===== config.mk =====
export PLATFORM = sky130hd
export DESIGN_NAME = lru_key_value_cache
export DESIGN_NICKNAME = d
export VERILOG_FILES = /design/src/lkv_pkg.sv /design/src/lkv_ram.sv /design/src/lkv_scan.sv /design/src/lru_key_value_cache.sv
export SDC_FILE = /design/constraint.sdc
export NUM_CORES = 2
export LEC_CHECK = 0
export BUFFER_PORTS_ARGS = -buffer_cell sky130_fd_sc_hd__buf_2
export CAP_MARGIN = 5
export CELL_PAD_IN_SITES_DETAIL_PLACEMENT = 1
export CELL_PAD_IN_SITES_GLOBAL_PLACEMENT = 1
export CORE_MARGIN = 2
export CORE_UTILIZATION = 40
export CTS_CLUSTER_SIZE = 8
export DETAILED_ROUTE_END_ITERATION = 7
export PLACE_DENSITY = 0.69
export SYNTH_ARGS = -nofsm -noshare
export SYNTH_HDL_FRONTEND = slang
export SYNTH_SLANG_ARGS = --single-unit

===== constraint.sdc =====
create_clock -name clk -period 6.7 [get_ports clk]
set_input_delay 0.335 -clock clk [delete_from_list [all_inputs] [get_ports clk]]
set_output_delay 0.335 -clock clk [all_outputs]
set_load 0.01 [all_outputs]

===== src/lkv_pkg.sv =====
// Shared types and constants for the LRU key-value cache.
// Holds the request and response word layouts and the scan result flags.
// No dependencies; lkv_scan, the top level and the bench refer to it by scoped names.
package lkv_pkg;

  localparam int CFG_W           = 5;
  localparam int KEY_W           = 32;
  localparam int DATA_W          = 32;
  localparam int WIDE_W          = 64;
  localparam int DEF_MAX_ENTRIES = 16;
  localparam int DEF_VALUE_WIDTH = 32;

  localparam logic [CFG_W-1:0] CAP_RESET = 5'd16;

  localparam logic MODE_GET = 1'b0;
  localparam logic MODE_PUT = 1'b1;

  typedef struct packed {
    logic                    mode;
    logic signed [KEY_W-1:0] key;
    logic [DATA_W-1:0]       write_value;
  } req_t;

  typedef struct packed {
    logic                    hit;
    logic [DATA_W-1:0]       read_value;
    logic                    evicted;
    logic signed [KEY_W-1:0] evicted_key;
    logic [DATA_W-1:0]       evicted_value;
  } rsp_t;

  // Summary of one pass over the entry table.
  typedef struct packed {
    logic found;
    logic free_found;
    logic lru_found;
  } scan_flags_t;

endpackage


===== src/lkv_ram.sv =====
// Generic single-write, single-read RAM with a registered read port.
// Used for the key, value and recency stores of the cache.
// Depends on nothing.
module lkv_ram #(
  parameter int WIDTH = 32,
  parameter int DEPTH = 16
) (
  input  logic                     clk,
  input  logic                     we,
  input  logic [$clog2(DEPTH)-1:0] waddr,
  input  logic [WIDTH-1:0]         wdata,
  input  logic [$clog2(DEPTH)-1:0] raddr,
  output logic [WIDTH-1:0]         rdata
);

  logic [WIDTH-1:0] mem [DEPTH];

  always_ff @(posedge clk) begin
    if (we) begin
      mem[waddr] <= wdata;
    end
    rdata <= mem[raddr];
  end

endmodule


===== src/lkv_scan.sv =====
// Compare unit of the cache: while en is high, looks at one entry per cycle
// and keeps the key match, the lowest free slot and the least recent valid entry.
// Depends on lkv_pkg.
module lkv_scan #(
  parameter int MAX_ENTRIES = lkv_pkg::DEF_MAX_ENTRIES
) (
  input  logic                              clk,
  input  logic                              rst,
  input  logic                              clear,
  input  logic                              en,
  input  logic [$clog2(MAX_ENTRIES)-1:0]    idx,
  input  logic                              entry_valid,
  input  logic [lkv_pkg::KEY_W-1:0]         key_rd,
  input  logic [$clog2(MAX_ENTRIES)-1:0]    rank_rd,
  input  logic [lkv_pkg::KEY_W-1:0]         key,
  output lkv_pkg::scan_flags_t              flags,
  output logic [$clog2(MAX_ENTRIES)-1:0]    match_idx,
  output logic [$clog2(MAX_ENTRIES)-1:0]    match_rank,
  output logic [$clog2(MAX_ENTRIES)-1:0]    free_idx,
  output logic [$clog2(MAX_ENTRIES)-1:0]    lru_idx,
  output logic [lkv_pkg::KEY_W-1:0]         lru_key
);

  localparam int IDX_W = $clog2(MAX_ENTRIES);

  logic [IDX_W-1:0] lru_rank;
  logic             is_match;
  logic             take_free;
  logic             take_lru;

  assign is_match  = en && entry_valid && (key_rd == key);
  assign take_free = en && !entry_valid && !flags.free_found;
  // The first valid entry seeds the search; later ones win only when strictly older.
  assign take_lru  = en && entry_valid && (!flags.lru_found || (rank_rd > lru_rank));

  always_ff @(posedge clk) begin
    if (rst || clear) begin
      flags <= '0;
    end else begin
      if (is_match) begin
        flags.found <= 1'b1;
      end
      if (take_free) begin
        flags.free_found <= 1'b1;
      end
      if (take_lru) begin
        flags.lru_found <= 1'b1;
      end
    end
  end

  always_ff @(posedge clk) begin
    if (is_match) begin
      match_idx  <= idx;
      match_rank <= rank_rd;
    end
    if (take_free) begin
      free_idx <= idx;
    end
    if (take_lru) begin
      lru_idx  <= idx;
      lru_rank <= rank_rd;
      lru_key  <= key_rd;
    end
  end

  assert property (@(posedge clk) disable iff (rst)
    flags.found |=> flags.found || $past(clear))
    else $error("match flag dropped during a scan");

  assert property (@(posedge clk) disable iff (rst)
    (en && entry_valid && !clear) |=> flags.lru_found)
    else $error("valid entry seen but no least recent candidate kept");

  assert property (@(posedge clk) disable iff (rst)
    (flags.found && en && !clear) |-> !(entry_valid && key_rd == key && idx != match_idx))
    else $error("key present in two valid entries");

endmodule


===== src/lru_key_value_cache.sv =====
// Top level of the LRU key-value cache: sequencer, capacity register,
// entry valid bits and count, and the key, value and recency RAMs.
// Depends on lkv_pkg, lkv_ram and lkv_scan.
//
// Usage:
//   The request channel (req_valid, req_stall, req) carries one word per get
//   or put. The response channel (rsp_valid, rsp_stall, rsp) returns exactly
//   one word per request, in order. A word moves at a clock edge with valid
//   high and stall low. The capacity register is written through cfg_valid,
//   cfg_ready and cfg_data; the user must write it only while no request is
//   in flight, as the block itself does not enforce this.
//   One request is handled at a time. A scan pass reads one entry per cycle
//   from the key and recency RAMs, a resolve state decides the outcome, an
//   aging pass rewrites the recency RAM one entry per cycle, and a finish
//   state commits the entry. A hit or a put runs all four before the
//   response register is loaded; a get miss goes from resolve to the
//   response. The single read and write port of the recency RAM sets this
//   sequence. req_stall is high from acceptance until the response word is
//   taken, so a new request is taken in the cycle after the response at the
//   earliest. If the receiver stalls, the response word holds steady and no
//   new request is taken. Reset empties the cache (valid bits and count
//   cleared) and loads capacity with 16; it needs no clearing pass.
module lru_key_value_cache #(
  parameter int MAX_ENTRIES = lkv_pkg::DEF_MAX_ENTRIES,
  parameter int VALUE_WIDTH = lkv_pkg::DEF_VALUE_WIDTH
) (
  input  logic                      clk,
  input  logic                      rst,
  input  logic                      req_valid,
  output logic                      req_stall,
  input  lkv_pkg::req_t             req,
  output logic                      rsp_valid,
  input  logic                      rsp_stall,
  output lkv_pkg::rsp_t             rsp,
  input  logic                      cfg_valid,
  output logic                      cfg_ready,
  input  logic [lkv_pkg::CFG_W-1:0] cfg_data
);

  localparam int IDX_W  = $clog2(MAX_ENTRIES);
  localparam int PTR_W  = $clog2(MAX_ENTRIES + 1);
  localparam int CMP_W  = ((PTR_W > lkv_pkg::CFG_W) ? PTR_W : lkv_pkg::CFG_W) + 1;
  localparam logic [PTR_W-1:0] PTR_END = PTR_W'(MAX_ENTRIES);
  localparam logic [CMP_W-1:0] CMP_MAX = CMP_W'(MAX_ENTRIES);

  typedef enum logic [5:0] {
    S_IDLE    = 6'b000001,
    S_SCAN    = 6'b000010,
    S_RESOLVE = 6'b000100,
    S_AGE     = 6'b001000,
    S_FINISH  = 6'b010000,
    S_OUT     = 6'b100000
  } state_t;

  state_t                    state;
  logic [lkv_pkg::CFG_W-1:0] capacity;
  logic [PTR_W-1:0]          ptr;
  logic                      cmp_vld;
  logic [IDX_W-1:0]          cmp_idx;
  logic [MAX_ENTRIES-1:0]    valid;
  logic [PTR_W-1:0]          count;
  lkv_pkg::req_t             req_q;

  // Outcome of the scan, held through the aging pass and the commit.
  logic             op_hit;
  logic             op_ins;
  logic             op_evict;
  logic [IDX_W-1:0] op_tgt;
  logic [IDX_W-1:0] op_thr;

  lkv_pkg::scan_flags_t   flags;
  logic [IDX_W-1:0]       match_idx;
  logic [IDX_W-1:0]       match_rank;
  logic [IDX_W-1:0]       free_idx;
  logic [IDX_W-1:0]       lru_idx;
  logic [lkv_pkg::KEY_W-1:0] lru_key;

  logic [lkv_pkg::KEY_W-1:0] key_rdata;
  logic [VALUE_WIDTH-1:0]    val_rdata;
  logic [IDX_W-1:0]          rank_rdata;

  logic                   rank_we;
  logic [IDX_W-1:0]       rank_waddr;
  logic [IDX_W-1:0]       rank_wdata;
  logic [IDX_W-1:0]       rd_addr;
  logic                   tbl_we;
  logic [VALUE_WIDTH-1:0] val_wdata;
  logic [VALUE_WIDTH-1:0] val_raddr_unused;
  logic [IDX_W-1:0]       val_raddr;

  logic [CMP_W-1:0]       cap_w;
  logic [CMP_W-1:0]       eff_cap;
  logic                   full;
  logic                   res_evict;
  logic                   res_ins;
  logic [IDX_W-1:0]       res_tgt;
  logic                   age_hit;

  logic [lkv_pkg::WIDE_W-1:0] wr_wide;
  logic [lkv_pkg::WIDE_W-1:0] rd_wide;
  logic [lkv_pkg::DATA_W-1:0] rd_value;

  assign req_stall = (state != S_IDLE);
  assign rsp_valid = (state == S_OUT);
  assign cfg_ready = 1'b1;

  // Effective capacity: zero acts as one, anything above the table size saturates.
  always_comb begin
    cap_w = CMP_W'(capacity);
    if (cap_w == '0) begin
      eff_cap = CMP_W'(1);
    end else if (cap_w > CMP_MAX) begin
      eff_cap = CMP_MAX;
    end else begin
      eff_cap = cap_w;
    end
  end

  assign full      = (CMP_W'(count) >= eff_cap);
  assign res_evict = !flags.found && (req_q.mode == lkv_pkg::MODE_PUT) && full
                     && flags.lru_found;
  assign res_ins   = !flags.found && (req_q.mode == lkv_pkg::MODE_PUT)
                     && (res_evict || flags.free_found);
  assign res_tgt   = flags.found ? match_idx : (res_evict ? lru_idx : free_idx);

  // An inserted entry ages every other valid entry; a hit ages only the younger ones.
  assign age_hit = cmp_vld && valid[cmp_idx] && (cmp_idx != op_tgt)
                   && (op_ins || (rank_rdata < op_thr));

  always_comb begin
    rank_we    = 1'b0;
    rank_waddr = cmp_idx;
    rank_wdata = rank_rdata + IDX_W'(1);
    if (state == S_AGE) begin
      rank_we = age_hit;
    end else if (state == S_FINISH) begin
      rank_we    = 1'b1;
      rank_waddr = op_tgt;
      rank_wdata = '0;
    end
  end

  assign rd_addr   = (ptr < PTR_END) ? ptr[IDX_W-1:0] : '0;
  assign tbl_we    = (state == S_FINISH) && (req_q.mode == lkv_pkg::MODE_PUT);
  assign wr_wide   = lkv_pkg::WIDE_W'(req_q.write_value);
  assign val_wdata = wr_wide[VALUE_WIDTH-1:0];
  assign rd_wide   = lkv_pkg::WIDE_W'(val_rdata);
  assign rd_value  = rd_wide[lkv_pkg::DATA_W-1:0];
  assign val_raddr = op_hit ? op_tgt : lru_idx;
  assign val_raddr_unused = '0;

  lkv_ram #(.WIDTH(lkv_pkg::KEY_W), .DEPTH(MAX_ENTRIES)) u_key_ram (
    .clk   (clk),
    .we    (tbl_we),
    .waddr (op_tgt),
    .wdata (req_q.key),
    .raddr (rd_addr),
    .rdata (key_rdata)
  );

  lkv_ram #(.WIDTH(VALUE_WIDTH), .DEPTH(MAX_ENTRIES)) u_val_ram (
    .clk   (clk),
    .we    (tbl_we),
    .waddr (op_tgt),
    .wdata (val_wdata | val_raddr_unused),
    .raddr (val_raddr),
    .rdata (val_rdata)
  );

  lkv_ram #(.WIDTH(IDX_W), .DEPTH(MAX_ENTRIES)) u_rank_ram (
    .clk   (clk),
    .we    (rank_we),
    .waddr (rank_waddr),
    .wdata (rank_wdata),
    .raddr (rd_addr),
    .rdata (rank_rdata)
  );

  lkv_scan #(.MAX_ENTRIES(MAX_ENTRIES)) u_scan (
    .clk         (clk),
    .rst         (rst),
    .clear       (state == S_IDLE),
    .en          (cmp_vld && (state == S_SCAN)),
    .idx         (cmp_idx),
    .entry_valid (valid[cmp_idx]),
    .key_rd      (key_rdata),
    .rank_rd     (rank_rdata),
    .key         (req_q.key),
    .flags       (flags),
    .match_idx   (match_idx),
    .match_rank  (match_rank),
    .free_idx    (free_idx),
    .lru_idx     (lru_idx),
    .lru_key     (lru_key)
  );

  // Control state.
  always_ff @(posedge clk) begin
    if (rst) begin
      state    <= S_IDLE;
      capacity <= lkv_pkg::CAP_RESET;
      ptr      <= '0;
      cmp_vld  <= 1'b0;
      valid    <= '0;
      count    <= '0;
      op_hit   <= 1'b0;
      op_ins   <= 1'b0;
      op_evict <= 1'b0;
    end else begin
      if (cfg_valid && cfg_ready) begin
        capacity <= cfg_data;
      end
      unique case (state)
        S_IDLE: begin
          ptr     <= '0;
          cmp_vld <= 1'b0;
          if (req_valid) begin
            state <= S_SCAN;
          end
        end
        S_SCAN, S_AGE: begin
          if (ptr < PTR_END) begin
            ptr     <= ptr + PTR_W'(1);
            cmp_vld <= 1'b1;
          end else begin
            cmp_vld <= 1'b0;
            ptr     <= '0;
            state   <= (state == S_SCAN) ? S_RESOLVE : S_FINISH;
          end
        end
        S_RESOLVE: begin
          op_hit   <= flags.found;
          op_ins   <= res_ins;
          op_evict <= res_evict;
          state    <= (flags.found || res_ins) ? S_AGE : S_OUT;
        end
        S_FINISH: begin
          if (op_ins) begin
            valid[op_tgt] <= 1'b1;
            if (!op_evict) begin
              count <= count + PTR_W'(1);
            end
          end
          state <= S_OUT;
        end
        S_OUT: begin
          if (!rsp_stall) begin
            state <= S_IDLE;
          end
        end
        default: begin
          state <= S_IDLE;
        end
      endcase
    end
  end

  // Payload registers.
  always_ff @(posedge clk) begin
    if (state == S_IDLE && req_valid) begin
      req_q <= req;
    end
    if (state == S_SCAN || state == S_AGE) begin
      cmp_idx <= rd_addr;
    end
    if (state == S_RESOLVE) begin
      op_tgt <= res_tgt;
      op_thr <= match_rank;
      rsp    <= '0;
    end
    if (state == S_FINISH) begin
      rsp.hit           <= op_hit;
      rsp.read_value    <= (op_hit && req_q.mode == lkv_pkg::MODE_GET) ? rd_value : '0;
      rsp.evicted       <= op_evict;
      rsp.evicted_key   <= op_evict ? lru_key : '0;
      rsp.evicted_value <= op_evict ? rd_value : '0;
    end
  end

  assert property (@(posedge clk) disable iff (rst)
    $countones(valid) == int'(count))
    else $error("entry count disagrees with the valid bits");

  assert property (@(posedge clk) disable iff (rst)
    rsp_valid |-> !(rsp.hit && rsp.evicted))
    else $error("eviction reported on a hit");

  assert property (@(posedge clk) disable iff (rst)
    (rsp_valid && rsp.read_value != '0) |-> rsp.hit)
    else $error("read data returned on a miss");

  assert property (@(posedge clk) disable iff (rst)
    (state == S_FINISH && op_evict) |-> (count == PTR_W'(count) && count != '0))
    else $error("eviction from an empty cache");

endmodule


==> out/metrics.yaml <==
ys_async_sr_fraction_pct: 0
drt-vias-per-instance: 5.55
compound_gate_portion_of_the_synthesized_area_pct: 5.82
crit_type: "reg2reg"
yosys.area.top_type_share_pct: 72.6
grt.total_usage_pct: 20.0
source_of_the_worst_hold_timing_path: "rst"
max-clock-path-buffers: 3
endpoint_kind: "register"
seq_area_frac_synth_pct: 76.8
level_count_of_the_clock_h_tree: 4
die_h_microns: 373
power_per_cell_area_nw_per_um2: 314
max_clock_freq_ghz: 0.263
timing.critical_path.cells: "nor2_1 > nand2_1 > nor3b_4 > buf_4 > nand3_1 > nor2_4 > buf_4"
antenna_found_initial: 3
crit_start_category: "register"
layout_min_cycle_time_ns: 3.80
routed_wl_met3_microns: 7850
die_area_sq_um: 139000
slew_headroom_pct: 13.8
cts_hold_buffers: 79
count_of_placed_standard_cells_in_the_final_layout_fillers_left_out: 5333
io_buffers: 174
worstMarginPinSlew_ns: 1.29
ys.warnings.count: 0
yosys.area_share.adder_pct: 0.345
place.gp.congestion: 0.747
synth-seq-cells: 1427
yosysTopAreaCell: "sky130_fd_sc_hd__edfxtp_1"
cts.repair_timing.setup_buffer_count: 0
power_mw: 20.1
routed-via-count: 29582
cp_common_cell: "sky130_fd_sc_hd__buf_4"
worstPathRequired_ns: 7.14
fin_tns_setup_ns: 0
ant_nets: 0
status: "completed"
clock-sinks: 1427
synth-xor-area-share_pct: 0.693
routed_wl_microns: 140000
report.final.slew_viol_count: 0
worstPathMaxFanout: 43
synth_top_flop_cell: "sky130_fd_sc_hd__edfxtp_1"
synth_enable_flop_cells: 1315
r2r-end: "u_val_ram.mem[5][11]"
synth.top_cells.by_count: "sky130_fd_sc_hd__edfxtp_1 (1315), sky130_fd_sc_hd__nand2_1 (196), sky130_fd_sc_hd__mux2_2 (145)"
met2_wirelength_microns: 68600
worst_hold_path.endpoint: "capacity[3]"
dp.cells: 4901
detailed_place_hpwl_microns: 77400
synth_fp_nets: 3154
setup_repair_after_global_routing_missed_its_margin: "no"
std_cell_rows: 135
min-delay-path-class: "in2reg"
die_w_microns: 373
postCtsResizedCells: 0
drv_cap: 0
synthTopCellsByArea: "sky130_fd_sc_hd__edfxtp_1 (73%), sky130_fd_sc_hd__mux4_2 (5.5%), sky130_fd_sc_hd__dfxtp_1 (4.1%)"
first_iter_violations: 2525
area_growth_syn_to_layout_pct: 17.6
post_route_cells_drive_above_1_share_pct: 21.8
globalRouteOverflowTotal: 0
cts_root_buffer: "sky130_fd_sc_hd__clkbuf_16"
worst_setup_hold_path_clk_slew_ns: 0.05
synth_top_family_by_area: "multiplexers"
tritoncts_clock_tree: "done"
crit_path_from: "state[3]"
r2r_slack_ns: 2.90
post_synth_num_cell_types: 58
post_synthesis_average_cell_area_sq_um: 17.7
placeableCoreArea_sq_um: 135000
synth.area.mux_share_pct: 9.96
final_min_period_over_clock_period_pct: 56.7
postSynthCellCount: 3064
pin_count: 176
via_count_of_the_first_global_routing_pass: 31481
setup_viol_count_final: 0
highest_layer: "met5"
grt_pass1_wl_microns: 209000
worstReg2RegStart: "state[3]"
slowest_delay_ns: 1.02
critPathSlowestCell: "sky130_fd_sc_hd__nor2_4"
detail_route.first_pass.iterations: 5
worstSkewPairLatency_ns: 0.80
synthesis.area_sq_um: 54400
wl_met1_microns: 60800
timing.critical_path.arrival_ns: 4.24
pin_count_of_the_biggest_net_entering_global_routing: 142
cts-buffers-inserted: 197
leakage_power_summed_over_all_cells_nw: 20.4
drc: 0
yosys.cell_count.top_type: "sky130_fd_sc_hd__edfxtp_1"
vdd_ir_drop_max_v: 0.000297
filler_cell_count_in_the_final_layout: 12755
min_path_cells: 2
finClkSkew_ns: 0.0246
initial_utilization_pct: 40.2
nNetsFinal: 3488
post_synth_and_or_nand_nor_area_fraction_pct: 4.69
routed_wire_length_per_instance_microns: 26.2
finalHoldViolations: 0
ff2ff_path_depth: 7
routing by layer:
layer | vias up | track usage [%]
met5 | - | 0
li1 | 12810 | -
met1 | 15675 | 27.7
met2 | 903 | 32.8
met4 | 2 | 5.09
met3 | 192 | 3.41
stage by stage:
step / util, % / worst slack, ns / hold slack, ns / cell area, sq um
floorplan: - / 0.433 / 0.400 / 54400
global placement: 42.5 / 3.00 / 0.401 / 57400
detailed placement: 42.5 / 2.95 / 0.407 / 57400
CTS: 47.3 / 2.90 / 0.0883 / 63900
global route: 47.3 / 2.69 / 0.155 / 63900
finish: 47.3 / 2.90 / 0.138 / 63900
power breakdown:
group	switching, mW	total (mW)	internal (mW)
Combinational	0.332	0.519	0.188
Clock	3.64	9.22	5.58
Sequential	0.291	10.3	10.0
worst max-delay path, delay by kind of cell, from the launching register on:
family                 cells  cell delay (ns)
buffers and inverters      2             0.97
flip-flops                 1             0.36
AND/OR/NAND/NOR            5             2.08
cell type report:
| cell class | count | area (sq um) | share of cell area (%) |
|---|---|---|---|
| flip-flops and latches | 1427 | 41700 | 65.3 |
| repair buffers | 319 | 2220 | 3.47 |
| clock buffers | 341 | 5590 | 8.74 |
| inverters | 25 | 93.8 | 0.147 |
| well taps | 1781 | 2230 | 3.49 |
| diodes | 1 | 2.50 | 0.00391 |
| multi-input cells | 1428 | 11900 | 18.7 |
| clock inverters | 11 | 130 | 0.204 |
sequential cells by signal, summed over array words and instances, names as in the netlist, 4 cells and up:
name and flops:
u_key_ram.mem 512, ptr 5, u_val_ram.rdata 32, val_wdata 32, u_scan.lru_key 32, u_scan.free_idx 4
u_scan.lru_rank 4, u_rank_ram.mem 64, op_tgt 4, req_q 33, u_key_ram.rdata 32, cmp_idx 4
count 5, u_scan.match_rank 4, op_thr 4, u_val_ram.mem 512, u_scan.match_idx 4, u_rank_ram.rdata 4
state 6, capacity 5, u_scan.lru_idx 4, valid 16, rsp 98
cell families after synthesis:
group | Yosys count
AO/OA/AOI/OAI | 484
flip-flops | 1427
multiplexers | 358
adder cells (fa/ha/maj) | 15
XOR/XNOR | 43
other | 1
buffers and inverters | 209
AND/OR/NAND/NOR | 527
worst max path at each step:
stage	slack, ns	to
3_3_place_gp	3.00	u_val_ram.mem[4][6]
4_1_cts	2.90	u_key_ram.mem[12][3]
6_report	2.90	u_val_ram.mem[5][11]
5_1_grt	2.69	u_val_ram.mem[5][9]
3_5_place_dp	2.95	u_key_ram.mem[7][16]
2_1_floorplan	0.43	u_key_ram.mem[0][0]
cells in the final DEF, fill, tap and decap left out, types with 69 or more instances in the layout:
master                          count
sky130_fd_sc_hd__o21ai_0          109
sky130_fd_sc_hd__nor2_1            99
sky130_fd_sc_hd__mux2_2           145
sky130_fd_sc_hd__mux2i_1           77
sky130_fd_sc_hd__clkbuf_1         138
sky130_fd_sc_hd__clkbuf_16        202
sky130_fd_sc_hd__a21oi_1          107
sky130_fd_sc_hd__nand2_1          195
sky130_fd_sc_hd__edfxtp_1        1315
sky130_fd_sc_hd__dfxtp_1          107
sky130_fd_sc_hd__mux4_2           132
sky130_fd_sc_hd__and2_1            69
sky130_fd_sc_hd__dlygate4sd3_1     79
sky130_fd_sc_hd__buf_2            174
(Power assumes the default switching activity.)
